File: config.mk
export PLATFORM = sky130hd
export DESIGN_NAME = fbpa_sequencer
export DESIGN_NICKNAME = d
export VERILOG_FILES = /design/src/fbpa_pkg.sv /design/src/fbpa_sequencer.sv
export SDC_FILE = /design/constraint.sdc
export NUM_CORES = 1
export LEC_CHECK = 0
export ABC_AREA = 1
export BUFFER_PORTS_ARGS = -buffer_cell sky130_fd_sc_hd__buf_2
export CAP_MARGIN = 20
export CORE_AREA = 4 4 64 66
export CTS_BUF_LIST = sky130_fd_sc_hd__clkbuf_2 sky130_fd_sc_hd__clkbuf_4 sky130_fd_sc_hd__clkbuf_8
export DETAILED_ROUTE_END_ITERATION = 7
export DIE_AREA = 0 0 68 70
export PLACE_DENSITY = 0.73
export RECOVER_POWER = 50
export SETUP_SLACK_MARGIN = 0.1
export SYNTH_ARGS = -nofsm -noshare
export SYNTH_HDL_FRONTEND = slang
export SYNTH_SLANG_ARGS = --single-unit
File: constraint.sdc
create_clock -name clock -period 6.74 [get_ports clock]
set_clock_uncertainty 0.05 [all_clocks]
set_input_delay 1.011 -clock clock [delete_from_list [all_inputs] [get_ports clock]]
set_output_delay 1.011 -clock clock [all_outputs]
set_load 0.02 [all_outputs]
File: src/fbpa_pkg.sv
package fbpa_pkg;

   localparam int MAX_ELEMENTS_DEF = 256;
   localparam int GUARD_BYTES_DEF  = 8;

   localparam int ADDR_W      = 32;
   // rounded payload (up to 65536) plus guards (up to 64) fits in 17 bits
   localparam int STRIDE_W    = 17;
   localparam int CSR_INDEX_W = 3;
   localparam int UPC_W       = 5;

   localparam logic [1:0] CMD_ALLOC = 2'd0;
   localparam logic [1:0] CMD_FREE  = 2'd1;
   localparam logic [1:0] CMD_QUERY = 2'd2;
   localparam logic [1:0] CMD_RSVD  = 2'd3;

   localparam logic [1:0] ST_OK        = 2'd0;
   localparam logic [1:0] ST_EXHAUSTED = 2'd1;
   localparam logic [1:0] ST_BAD_ADDR  = 2'd2;
   localparam logic [1:0] ST_NOT_ALLOC = 2'd3;

   localparam logic [CSR_INDEX_W-1:0] CSR_BASE_ADDRESS     = 3'd0;
   localparam logic [CSR_INDEX_W-1:0] CSR_PARTITION_OFFSET = 3'd1;
   localparam logic [CSR_INDEX_W-1:0] CSR_ELEMENT_SIZE     = 3'd2;
   localparam logic [CSR_INDEX_W-1:0] CSR_ELEMENT_COUNT    = 3'd3;
   localparam logic [CSR_INDEX_W-1:0] CSR_PARTITION_NUMBER = 3'd4;

   typedef struct packed {
      logic [1:0]  command;
      logic [31:0] element_address;
   } req_type;

   typedef struct packed {
      logic [1:0]  status;
      logic [31:0] result_address;
      logic [15:0] owner_partition;
   } rsp_type;

   typedef enum logic [3:0] {
      UOP_NOP,
      UOP_CLEAR,
      UOP_LATCH,
      UOP_BASE,
      UOP_OFFSET,
      UOP_DIV_GO,
      UOP_PUSH,
      UOP_OWNER,
      UOP_POP,
      UOP_GROW,
      UOP_MUL,
      UOP_ADDR,
      UOP_RESP
   } uop_type;

   typedef enum logic [3:0] {
      UC_NEXT,
      UC_ALWAYS,
      UC_NO_START,
      UC_CMD_ALLOC,
      UC_CMD_RSVD,
      UC_STRIDE_ZERO,
      UC_DIV_BUSY,
      UC_ADDR_BAD,
      UC_NOT_ALLOC,
      UC_IS_QUERY,
      UC_HEAD_NULL,
      UC_CANNOT_GROW,
      UC_CLR_MORE
   } ucond_type;

   typedef logic [UPC_W-1:0] upc_type;

   localparam upc_type U_CLEAR     = 5'd0;
   localparam upc_type U_IDLE      = 5'd1;
   localparam upc_type U_DISPATCH  = 5'd2;
   localparam upc_type U_CHK_CMD   = 5'd3;
   localparam upc_type U_OFFSET    = 5'd4;
   localparam upc_type U_DIV_GO    = 5'd5;
   localparam upc_type U_DIV_WAIT  = 5'd6;
   localparam upc_type U_CHK_ADDR  = 5'd7;
   localparam upc_type U_CHK_ALLOC = 5'd8;
   localparam upc_type U_CHK_QUERY = 5'd9;
   localparam upc_type U_PUSH      = 5'd10;
   localparam upc_type U_QUERY     = 5'd11;
   localparam upc_type U_ALLOC     = 5'd12;
   localparam upc_type U_POP       = 5'd13;
   localparam upc_type U_GROW_CHK  = 5'd14;
   localparam upc_type U_GROW      = 5'd15;
   localparam upc_type U_MUL       = 5'd16;
   localparam upc_type U_ADDR      = 5'd17;
   localparam upc_type U_R_OK      = 5'd18;
   localparam upc_type U_R_EXH     = 5'd19;
   localparam upc_type U_R_BAD     = 5'd20;
   localparam upc_type U_R_NALLOC  = 5'd21;

   typedef struct packed {
      uop_type    op;
      ucond_type  cond;
      upc_type    target;
      logic [1:0] status;
   } uword_type;

   typedef struct packed {
      uop_type    op;
      logic [1:0] status;
   } ctrl_type;

   typedef struct packed {
      logic cmd_alloc;
      logic cmd_rsvd;
      logic is_query;
      logic stride_zero;
      logic div_busy;
      logic addr_bad;
      logic not_alloc;
      logic head_null;
      logic cannot_grow;
      logic clr_more;
   } flags_type;

   function automatic uword_type uw(input uop_type op, input ucond_type cond,
                                    input upc_type target, input logic [1:0] status);
      uword_type w;
      w.op     = op;
      w.cond   = cond;
      w.target = target;
      w.status = status;
      return w;
   endfunction

   // control store: op runs in the step, then jump to target when cond holds, else go on to the next step
   function automatic uword_type ucode_rom(input upc_type upc);
      uword_type w;
      unique case (upc)
         U_CLEAR:     w = uw(UOP_CLEAR,  UC_CLR_MORE,    U_CLEAR,     ST_OK);
         U_IDLE:      w = uw(UOP_LATCH,  UC_NO_START,    U_IDLE,      ST_OK);
         U_DISPATCH:  w = uw(UOP_BASE,   UC_CMD_ALLOC,   U_ALLOC,     ST_OK);
         U_CHK_CMD:   w = uw(UOP_NOP,    UC_CMD_RSVD,    U_R_BAD,     ST_OK);
         U_OFFSET:    w = uw(UOP_OFFSET, UC_STRIDE_ZERO, U_R_BAD,     ST_OK);
         U_DIV_GO:    w = uw(UOP_DIV_GO, UC_NEXT,        U_DIV_WAIT,  ST_OK);
         U_DIV_WAIT:  w = uw(UOP_NOP,    UC_DIV_BUSY,    U_DIV_WAIT,  ST_OK);
         U_CHK_ADDR:  w = uw(UOP_NOP,    UC_ADDR_BAD,    U_R_BAD,     ST_OK);
         U_CHK_ALLOC: w = uw(UOP_NOP,    UC_NOT_ALLOC,   U_R_NALLOC,  ST_OK);
         U_CHK_QUERY: w = uw(UOP_NOP,    UC_IS_QUERY,    U_QUERY,     ST_OK);
         U_PUSH:      w = uw(UOP_PUSH,   UC_ALWAYS,      U_R_OK,      ST_OK);
         U_QUERY:     w = uw(UOP_OWNER,  UC_ALWAYS,      U_R_OK,      ST_OK);
         U_ALLOC:     w = uw(UOP_NOP,    UC_HEAD_NULL,   U_GROW_CHK,  ST_OK);
         U_POP:       w = uw(UOP_POP,    UC_ALWAYS,      U_MUL,       ST_OK);
         U_GROW_CHK:  w = uw(UOP_NOP,    UC_CANNOT_GROW, U_R_EXH,     ST_OK);
         U_GROW:      w = uw(UOP_GROW,   UC_NEXT,        U_MUL,       ST_OK);
         U_MUL:       w = uw(UOP_MUL,    UC_NEXT,        U_ADDR,      ST_OK);
         U_ADDR:      w = uw(UOP_ADDR,   UC_ALWAYS,      U_R_OK,      ST_OK);
         U_R_OK:      w = uw(UOP_RESP,   UC_ALWAYS,      U_IDLE,      ST_OK);
         U_R_EXH:     w = uw(UOP_RESP,   UC_ALWAYS,      U_IDLE,      ST_EXHAUSTED);
         U_R_BAD:     w = uw(UOP_RESP,   UC_ALWAYS,      U_IDLE,      ST_BAD_ADDR);
         U_R_NALLOC:  w = uw(UOP_RESP,   UC_ALWAYS,      U_IDLE,      ST_NOT_ALLOC);
         default:     w = uw(UOP_NOP,    UC_ALWAYS,      U_IDLE,      ST_OK);
      endcase
      return w;
   endfunction

endpackage

File: src/fbpa_sequencer.sv
module fbpa_sequencer import fbpa_pkg::*; (
   input  logic      clock,
   input  logic      reset,
   input  logic      start,
   input  flags_type flags,
   output ctrl_type  ctrl,
   output logic      busy
);

   upc_type   upc_ff, upc_in;
   uword_type word;
   logic      take;

   always_comb begin
      word = ucode_rom(upc_ff);
      unique case (word.cond)
         UC_NEXT:        take = 1'b0;
         UC_ALWAYS:      take = 1'b1;
         UC_NO_START:    take = !start;
         UC_CMD_ALLOC:   take = flags.cmd_alloc;
         UC_CMD_RSVD:    take = flags.cmd_rsvd;
         UC_STRIDE_ZERO: take = flags.stride_zero;
         UC_DIV_BUSY:    take = flags.div_busy;
         UC_ADDR_BAD:    take = flags.addr_bad;
         UC_NOT_ALLOC:   take = flags.not_alloc;
         UC_IS_QUERY:    take = flags.is_query;
         UC_HEAD_NULL:   take = flags.head_null;
         UC_CANNOT_GROW: take = flags.cannot_grow;
         UC_CLR_MORE:    take = flags.clr_more;
         default:        take = 1'b1;
      endcase
      upc_in = take ? word.target : upc_ff + upc_type'(1);
   end

   always_ff @(posedge clock) begin
      if (reset) begin
         upc_ff <= U_CLEAR;
      end else begin
         upc_ff <= upc_in;
      end
   end

   assign ctrl.op     = word.op;
   assign ctrl.status = word.status;
   assign busy        = upc_ff != U_IDLE;

   a_div_wait_only_from_go: assert property (@(posedge clock) disable iff (reset)
      (upc_ff == U_DIV_WAIT) |-> ($past(upc_ff) == U_DIV_GO || $past(upc_ff) == U_DIV_WAIT))
      else $error("divider wait entered without a start step");

endmodule

**Word-level counts from Yosys, hierarchy flattened**

Memories as Yosys holds them, arrays and structs flattened. A register that Yosys moved wholly into a read port is not among the register bits.
Index checks and enable logic that the tools add are counted.

- $add $sub $neg: 1
- Equal/unequal tests: 12
- Muxes and demuxes: 3
- Reductions and logical operators: 2

Operator list:

| operator | number |
|---|---|
| $eq A4 B4 Y1 const B | 5 |
| $eq A4 B3 Y1 const B | 4 |
| $pmux W1 S12 | 1 |
| $mux W5 | 2 |
| $eq A4 B2 Y1 const B | 2 |
| $add A5 B1 Y5 const B | 1 |
| $ne A5 B1 Y1 const B | 1 |
| $logic_not A4 Y1 | 1 |
| $logic_not A1 Y1 | 1 |

- Flip-flop bits (word level): 5
- ROM bits: 480
- Input port bits: 13
- Logic and storage cells: 20
- Memories kept: 1

Memory list:

| memory | depth | width | read ports | clocked after Yosys merged registers in | write ports | line | source |
|---|---|---|---|---|---|---|---|
| (no name shown) | 32 | 15 | 1 | 1 | 0 | fbpa_pkg.sv:134 | `unique case (upc)` |

**Depth between registers and ports, before layout**

Gate-level depths: netlist of the first run.

- Depth in word-level cells: 4
- Depth in mapped cells: 18
- Mapped depth without buffers: 17

**Worst setup path after synthesis of the first run**

Ideal clock, no wire load.

- Path kind: input port to flip-flop
- Start point: input port start
- End point: register word[7] (netlist name)
- Arrival time: 2.519 ns
- Slack: 4.058 ns
- Stages on the path: 13
- Cells stage by stage: nand3b_1 > a21oi_2 > nor2_8 > nand2_4 > nand2_1 > nand3_2 > inv_2 > ha_1 > nand4_1 > nand2_1 > nor2_1 > nor2_1 > nor2_2

- Longest elaborated chain between the ends: 4

Ends and longest elaborated chain:

| element | line | source |
|---|---|---|
| start: declaration | fbpa_sequencer.sv:4 | `input logic start,` |
| $logic_not A1 Y1 | fbpa_sequencer.sv:19 | `UC_NO_START: take = !start;` |
| $pmux W1 S12 | fbpa_sequencer.sv:16 | `unique case (word.cond)` |
| $mux W5 | fbpa_sequencer.sv:32 | `upc_in = take ? word.target : upc_ff + upc_type'(1);` |
| $mux W5 (no source line) | -- |  |

Every way passes these cells.
A chain may end at the register's enable or synchronous reset.

**Worst setup path in the final report of the first run**

- Start point: input port flags[5] (netlist name)
- End point: register word[7] (netlist name)

- Longest elaborated chain between the ends: 3

Ends and longest elaborated chain:

| element | line | source |
|---|---|---|
| start: declaration | fbpa_sequencer.sv:5 | `input flags_type flags,` |
| $pmux W1 S12 | fbpa_sequencer.sv:16 |  |
| $mux W5 | fbpa_sequencer.sv:32 |  |
| $mux W5 (no source line) | -- |  |

Every way passes these cells.

==> key figures, run 1 <==
CTS
  • Num CTS Buffers: 3
  • Clock Pin Slew Worst Setup and Hold Paths: 0.12 ns
  • Hold bufs inserted after CTS: 0
  • Clk root buf: clkbuf_4
  • Clk sink count: 20
  • Resize count post-CTS: 0
  • CTS tree: done
  • Clk buf depth: 2
  • Latest clock arrival within the worst-skew pair: around 0.31 ns
  • H-tree Lvls: 1
  • Post-CTS setup buffers: 0

Critical path
  • CP cell instances: buf_2 > nand3_1 > nand2_1 > nand2_1 > nand2_2 > nor2_1 > nand2_1 > nand2_1 > nand3_1 > ha_1 > nand4_1 > nand2_1 > nor2_1 > nor2_1 > nor2_2
  • Max FO, Critical Path: 11
  • CP max stage delay: 0.46 ns
  • CP Class: in -> reg
  • CP max stage cell: ha_1
  • Worst setup SP type: primary input
  • CP required: 6.89 ns
  • Most Frequent Cell on Critical Path: nand2_1
  • Setup crit end kind: flop
  • Setup slack, reg-to-reg: 3.63 ns
  • WP data arrival: 3.41 ns

Synth
  • Cell taking the most area after synthesis: dfxtp_1
  • Mean Syn Cell Area: 7.754 sq um
  • Post-Syn Nets: 217
  • Synth top area cells: dfxtp_1 27%, nand2_1 12%, ha_1 9.2%, nand3_1 9.0%, nor2_8 5.4%
  • Synth top area share: 0.2676
  • #FFs+latches synth: 20
  • Sequential-to-total area share from yosys stat: 0.2676
  • Post-synthesis instance area: 1496 sq um
  • Mapped Cells: 193
  • Synth warnings: 0
  • Count of different cell masters after synthesis: 28

Floorplan
  • Core area: 3578 sq um
  • I/O pin cnt: 20
  • Die W: 68 um
  • Height of the die: 70 um
  • Die area: 4760 sq um
  • Initial core utilization: 0.4182
  • FP Rows: 22

STA
  • FMAX: between 300 and 400 MHz
  • Period utilization: 0.4825
  • Pins Over Slew Limit: 0
  • Relative slew slack: 0.6610
  • Worst-margin pin slew: between 0.5 and 0.6 ns
  • Endpoints failing hold: 0
  • Final setup vio count: 0
  • Setup TNS: 0 ns
  • Hold slack: a little over 0.6 ns
  • Fin crit period: between 3 and 4 ns
  • RSZ-0062 raised after global routing: no

Global route
  • Initial antenna violation count: 0
  • First-pass GRT wire length: a little over 5 mm
  • Largest net degree at the start of global routing: 16
  • Remaining global-route overflow: 0
  • Total track usage: 0.1398
  • Vias in the first global route: 1173

Drt
  • Post-DRT Antenna Nets: 0
  • First-pass DRT Iterations: 4
  • WL met2: 1.396 mm
  • Post-Route WL: 2.935 mm
  • DRC Markers: 0
  • Starting DRT DRC Count: 82
  • WL met3: 160 um
  • Routed met1 length: around 1.3 mm
  • Via count: 1216
  • Highest routed layer: met4
  • Vias/cell: 4.769
  • Wire length per cell: 11.51 um

Final layout
  • Area of the multi-input gates: 884.6 sq um
  • Register area: 400.4 sq um
  • Final net count: 232
  • Number of diodes: 0
  • Area Overhead vs Synth: 4.933%
  • Fill count: 373
  • Layout cells sized above 1: 0.2367

Hold path
  • Hold Crit Class: reg -> reg

Placement
  • Routability cong.: 0.8867
  • Dpl hpwl: 2.262 mm
  • PortBufs: 19

Run
  • MaxCap Viol Count: 0

Status
  • Outcome: completed
-- worst max-delay path: cells and delay by family --
family,cells,cell delay (ns)
fa+ha+maj,1,0.46
buf+inv,1,0.09
simple gates,13,1.84
-- layout make-up --
| class | instances | share of cell area |
|---|---|---|
| clock buffers | 3 | 0.01434 |
| clock inverters | 1 | 0.01912 |
| inverters | 22 | 0.05498 |
| multi-input cells | 142 | 0.5633 |
| flip-flops and latches | 20 | 0.2550 |
| well taps | 48 | 0.03825 |
| repair buffers | 19 | 0.05498 |
-- per-stage QoR --
stage	util	worst slack, ns	instances	area (sq um)
after floorplan	-	4.058	193	1496
after global placement	0.4406	3.776	251	1577
after detailed placement	0.4406	3.790	251	1577
after CTS	0.4552	4.102	255	1629
after global routing	0.4388	3.190	255	1570
final	0.4388	3.488	255	1570
-- Yosys cell counts --
cell       n
nand2_1   47
nand3_1   27
dfxtp_1   20
nor2_1    14
inv_1     13
ha_1      11
buf_4      7
inv_2      7
nand2_2    5
nand2_4    4
nand3_4    4
nor2_8     4
nand3_2    3
nor2_2     3
o21ai_1    3
xor2_1     3
a21oi_1    2
a21oi_2    2
buf_6      2
nand3b_1   2
nand4_1    2
nor2_4     2
clkinv_4   1
inv_4      1
nor3_2     1
o211ai_1   1
o21ai_0    1
o22ai_2    1
-- registers in the layout (all words and copies together) (netlist names) --
| signal | cells |
|---|---|
| word | 15 |
| upc_ff | 5 |
-- cells in the final DEF, fill, tap and decap left out, types with 5 or more instances in the layout --
cell type	n
dfxtp_1	20
nand2_2	5
nand2_1	48
inv_2	7
nor2_1	15
nand3_1	30
clkbuf_1	7
buf_2	12
inv_1	13
ha_1	11
-- worst paths after layout --
check / start / cells after the start / endpoint
setup reg to reg: word[7]$_DFF_P_ / 15 / word[7]$_DFF_P_
hold / removal: word[4]$_SDFF_PN0_ / 4 / upc_ff[2]$_SDFF_PP0_
setup / recovery: flags[5] / 15 / word[7]$_DFF_P_
hold reg to reg: word[4]$_SDFF_PN0_ / 4 / upc_ff[2]$_SDFF_PP0_
-- logic make-up after synthesis --
family / Yosys count / synth area share
AO/OA/AOI/OAI: 10 / 0.04515
flip-flops: 20 / 0.2676
buffers and inverters: 31 / 0.1104
adder cells (fa/ha/maj): 11 / 0.09197
XOR/XNOR: 3 / 0.01756
AND/OR/NAND/NOR: 118 / 0.4674
-- layer usage --
| layer | vias up | global-route usage |
|---|---|---|
| met5 | - | 0 |
| met4 | 0 | 0.07285 |
| met3 | 7 | 0.02090 |
| met2 | 37 | 0.2248 |
| met1 | 537 | 0.1750 |
| li1 | 635 | - |
Power of run 1 is left out: the tool's default activity adds up to more than one toggle a clock period on the data nets, which glitch-free logic cannot reach.
==> inputs of run 2 (changes only) <==
--- a/config.mk
+++ b/config.mk
@@ -5,14 +5,14 @@
 export SDC_FILE = /design/constraint.sdc
 export NUM_CORES = 1
 export LEC_CHECK = 0
-export ABC_AREA = 1
+export ABC_AREA = 0
 export BUFFER_PORTS_ARGS = -buffer_cell sky130_fd_sc_hd__buf_2
 export CAP_MARGIN = 20
 export CORE_AREA = 4 4 64 66
 export CTS_BUF_LIST = sky130_fd_sc_hd__clkbuf_2 sky130_fd_sc_hd__clkbuf_4 sky130_fd_sc_hd__clkbuf_8
 export DETAILED_ROUTE_END_ITERATION = 7
 export DIE_AREA = 0 0 68 70
-export PLACE_DENSITY = 0.73
+export PLACE_DENSITY = 0.75
 export RECOVER_POWER = 50
 export SETUP_SLACK_MARGIN = 0.1
 export SYNTH_ARGS = -nofsm -noshare
==> constraint.sdc (replaced) <==
create_clock -name clock -period 2.7 [get_ports clock]
set_clock_uncertainty 0.05 [all_clocks]
set_input_delay 0.405 -clock clock [delete_from_list [all_inputs] [get_ports clock]]
set_output_delay 0.405 -clock clock [all_outputs]
set_load 0.02 [all_outputs]
==> run 2 against run 1 <==
Effect of this change:
- routed wire length rose by 17%
- highest routed layer unchanged
- sequential share of layout area fell by 1.6 points
- synthesized cell count fell by 11%
- utilization rose by 3.8 points
- non-clock buffer count rose by 19
- register-to-register slack got worse by 3.4 ns
==> key figures, run 2 <==
Status
  • Outcome: completed (unchanged)

Hold path
  • Hold Crit Class: in -> reg (was reg -> reg)
  • Worst Hold Depth: 3 (was 4)

Floorplan
  • Height of the die: 70 um (unchanged)
  • I/O pin cnt: 20 (unchanged)
  • Initial core utilization: 0.4189 (was 0.4182)
  • Die W: 68 um (unchanged)
  • Core area: 3578 sq um (unchanged)
  • FP Rows: 22 (unchanged)
  • Die area: 4760 sq um (unchanged)

Final layout
  • Fill count: 348 (was 373)
  • Max reg flops: 15 (unchanged)
  • Final design utilization: 0.4773 (was 0.4388)
  • Commonest non-fill, non-tap cell in the layout: buf_4 (was nand2_1)
  • Area Overhead vs Synth: 13.94% (was 4.933%)
  • Number of diodes: 0 (unchanged)
  • Layout cells sized above 1: 0.3249 (was 0.2367)
  • Most frequent cells in the layout: 19 x buf_4, 18 x nand3_1, 16 x dfxtp_1 (was 48 x nand2_1, 30 x nand3_1, 20 x dfxtp_1)
  • Final net count: 223 (was 232)

CTS
  • Hold bufs inserted after CTS: 0 (unchanged)
  • Latest clock arrival within the worst-skew pair: 0.31 ns (about the same)
  • CTS tree: done (unchanged)
  • Clock Pin Slew Worst Setup and Hold Paths: 0.11 ns (was 0.12 ns)
  • Clk buf depth: 2 (unchanged)
  • Clk root buf: clkbuf_4 (unchanged)
  • Clk sink count: 20 (unchanged)
  • Num CTS Buffers: 3 (unchanged)
  • H-tree Lvls: 1 (unchanged)

STA
  • Setup TNS: 0 ns (unchanged)
  • Relative slew slack: 0.6795 (was 0.6610)
  • Pins Over Slew Limit: 0 (unchanged)
  • Period utilization: 0.9328
  • Hold slack: 0.4978 ns (was 0.6188 ns)
  • Worst-margin pin slew: 0.4748 ns (was 0.5066 ns)
  • Endpoints failing hold: 0 (unchanged)
  • Final setup vio count: 0 (unchanged)
  • RSZ-0062 raised after global routing: yes (was no)
  • Fin crit period: 2.519 ns
  • FMAX: 397.0 MHz

Synth
  • Asr flop ratio synth: 0 (unchanged)
  • EDFF count, synth: 0 (unchanged)
  • Synth top area cells: dfxtp_1 27%, ha_1 9.2%, nand3_1 6.0%, buf_4 4.0%, buf_6 3.8% (was dfxtp_1 27%, nand2_1 12%, ha_1 9.2%, nand3_1 9.0%, nor2_8 5.4%)
  • Mapped Cells: 171 (was 193)
  • Synth top area share: 0.2671 (was 0.2676)
  • Synth warnings: 0 (unchanged)
  • #FFs+latches synth: 20 (unchanged)
  • Post-Syn Nets: 195 (was 217)
  • Count of different cell masters after synthesis: 57 (was 28)
  • Cell taking the most area after synthesis: dfxtp_1 (unchanged)
  • Most frequent cell after synthesis: dfxtp_1 (was nand2_1)
  • Sequential-to-total area share from yosys stat: 0.2671 (was 0.2676)
  • Mean Syn Cell Area: 8.766 sq um (was 7.754 sq um)
  • Synth cell count leaders: 20 x dfxtp_1, 18 x nand3_1, 11 x ha_1 (was 47 x nand2_1, 27 x nand3_1, 20 x dfxtp_1)
  • Synth Flop Type: dfxtp_1 (unchanged)
  • Post-synthesis instance area: 1499 sq um (was 1496 sq um)

Placement
  • Dpl hpwl: 2.549 mm (was 2.262 mm)
  • PortBufs: 19 (unchanged)
  • Routability cong.: 0.9062 (was 0.8867)

Global route
  • Met3 global-route usage: 0.01768 (was 0.02090)
  • Grt met1 use: 0.1932 (was 0.1750)
  • Gr busiest metal: met2 (unchanged)
  • Remaining global-route overflow: 0 (unchanged)
  • Vias in the first global route: 1251 (was 1173)
  • Met2 usage: 0.2441 (was 0.2248)
  • Total track usage: 0.1509 (was 0.1398)
  • Largest net degree at the start of global routing: 15 (was 16)
  • Initial antenna violation count: 0 (unchanged)
  • First-pass GRT wire length: 5.651 mm (was 5.154 mm)

Power and ir drop
  • PD cells: about 1500 nW/um^2
  • VDD IR max: ~0.46 mV
  • Leakage: about 0.73 nW

Run
  • MaxCap Viol Count: 0 (unchanged)

Critical path
  • Worst setup SP type: flop (was primary input)
  • CP required: 2.84 ns (was 6.89 ns)
  • CP Class: reg -> reg (was in -> reg)
  • CP max stage cell: or3b_1 (was ha_1)
  • Setup crit end kind: flop (unchanged)
  • WP data arrival: 2.66 ns (was 3.41 ns)
  • R2R cell count: 9 (was 15)
  • CP max stage delay: 0.39 ns (was 0.46 ns)
  • Max FO, Critical Path: 7 (was 11)
  • CP cell instances: or3b_1 > o22ai_2 > a311oi_2 > buf_4 > a21o_1 > and3_1 > ha_1 > a2111oi_2 > nor3_2 (was buf_2 > nand3_1 > nand2_1 > nand2_1 > nand2_2 > nor2_1 > nand2_1 > nand2_1 > nand3_1 > ha_1 > nand4_1 > nand2_1 > nor2_1 > nor2_1 > nor2_2)

Drt
  • Post-DRT Antenna Nets: 0 (unchanged)
  • Vias/cell: 5.539 (was 4.769)
  • Post-Route WL: 3.429 mm (was 2.935 mm)
  • Starting DRT DRC Count: 136 (was 82)
  • First-pass DRT Iterations: 4 (unchanged)
  • Wire length per cell: 14.00 um (was 11.51 um)
  • Via count: 1357 (was 1216)
  • DRC Markers: 0 (unchanged)
==> run 2: path summary, 6_finish.rpt <==
check,to,startpoint,slack (ns)
worst max-delay path,word[6]$_DFF_P_,word[10]$_SDFF_PN0_,0.18
worst min-delay path,word[6]$_DFF_P_,reset,0.50
worst max register to register,word[6]$_DFF_P_,word[10]$_SDFF_PN0_,0.18
worst min register to register,upc_ff[0]$_SDFF_PP0_,upc_ff[0]$_SDFF_PP0_,0.65
==> run 2: cells by family (layout without fill, tap and decap cells) <==
kind of cell | count (synthesis) | in the layout | share of synthesized area
and+or+nand+nor | 57 | 57 | 0.2179
AOI/OAI and AO/OA | 48 | 48 | 0.2471
buffers and inverters | 25 | 51 | 0.1127
DFF | 20 | 20 | 0.2671
adders and majority gates | 11 | 11 | 0.09182
xor gates and xnor gates | 5 | 5 | 0.02922
muxes | 5 | 5 | 0.03422
==> run 2: timing repair <==
| item | 4_1_cts | 5_1_grt |
|---|---|---|
| gates resized for setup | 3 | 9 |
| pin swaps | 0 | 2 |
| setup buffers | 0 | 2 |
| setup endpoints to repair | 6 | 12 |
==> run 2: layout make-up <==
type	instances	area [sq um]	share of cell area
clock buffers	3	22.52	0.01319
inverters	10	42.54	0.02491
multi-input cells	126	945.9	0.5538
flip-flops and latches	20	407.9	0.2388
well taps	48	60.06	0.03516
repair buffers	38	229.0	0.1341
==> run 2: per-layer routing <==
metal	up-vias	part of all wire
met2	30	0.49
met5	-	0
met4	0	0.025
met1	645	0.45
met3	6	0.043
li1	676	-
==> run 2: worst max-delay path, delay by kind of cell (launching register included) <==
| family | cells | cell delay, ns |
|---|---|---|
| compound gates | 4 | 0.80 |
| simple gates | 3 | 0.69 |
| flops | 1 | 0.36 |
| fa+ha+maj | 1 | 0.34 |
| buf+inv | 1 | 0.17 |
==> run 2: power by group <==
part | internal [W] | switching (W) | total, W
clock network | 0.0000521 | 0.0000899 | 0.000142
registers | 0.000442 | 0.000113 | 0.000555
logic | 0.000831 | 0.00101 | 0.00184
total | 0.00132 | 0.00122 | 0.00254
==> run 2: per-stage QoR <==
stage	area (sq um)	instances	setup WS, ns	total power, W
2_1_floorplan	1499	171	0.1311	0.001950
3_3_place_gp	1655	240	0.05759	0.002326
3_5_place_dp	1655	240	0.008906	0.002348
4_1_cts	1690	243	0.1189	0.002516
5_1_grt	1708	245	0.02227	0.002748
6_report	1708	245	0.1814	0.002541
Note: power is estimated with default switching activity, not from simulation.
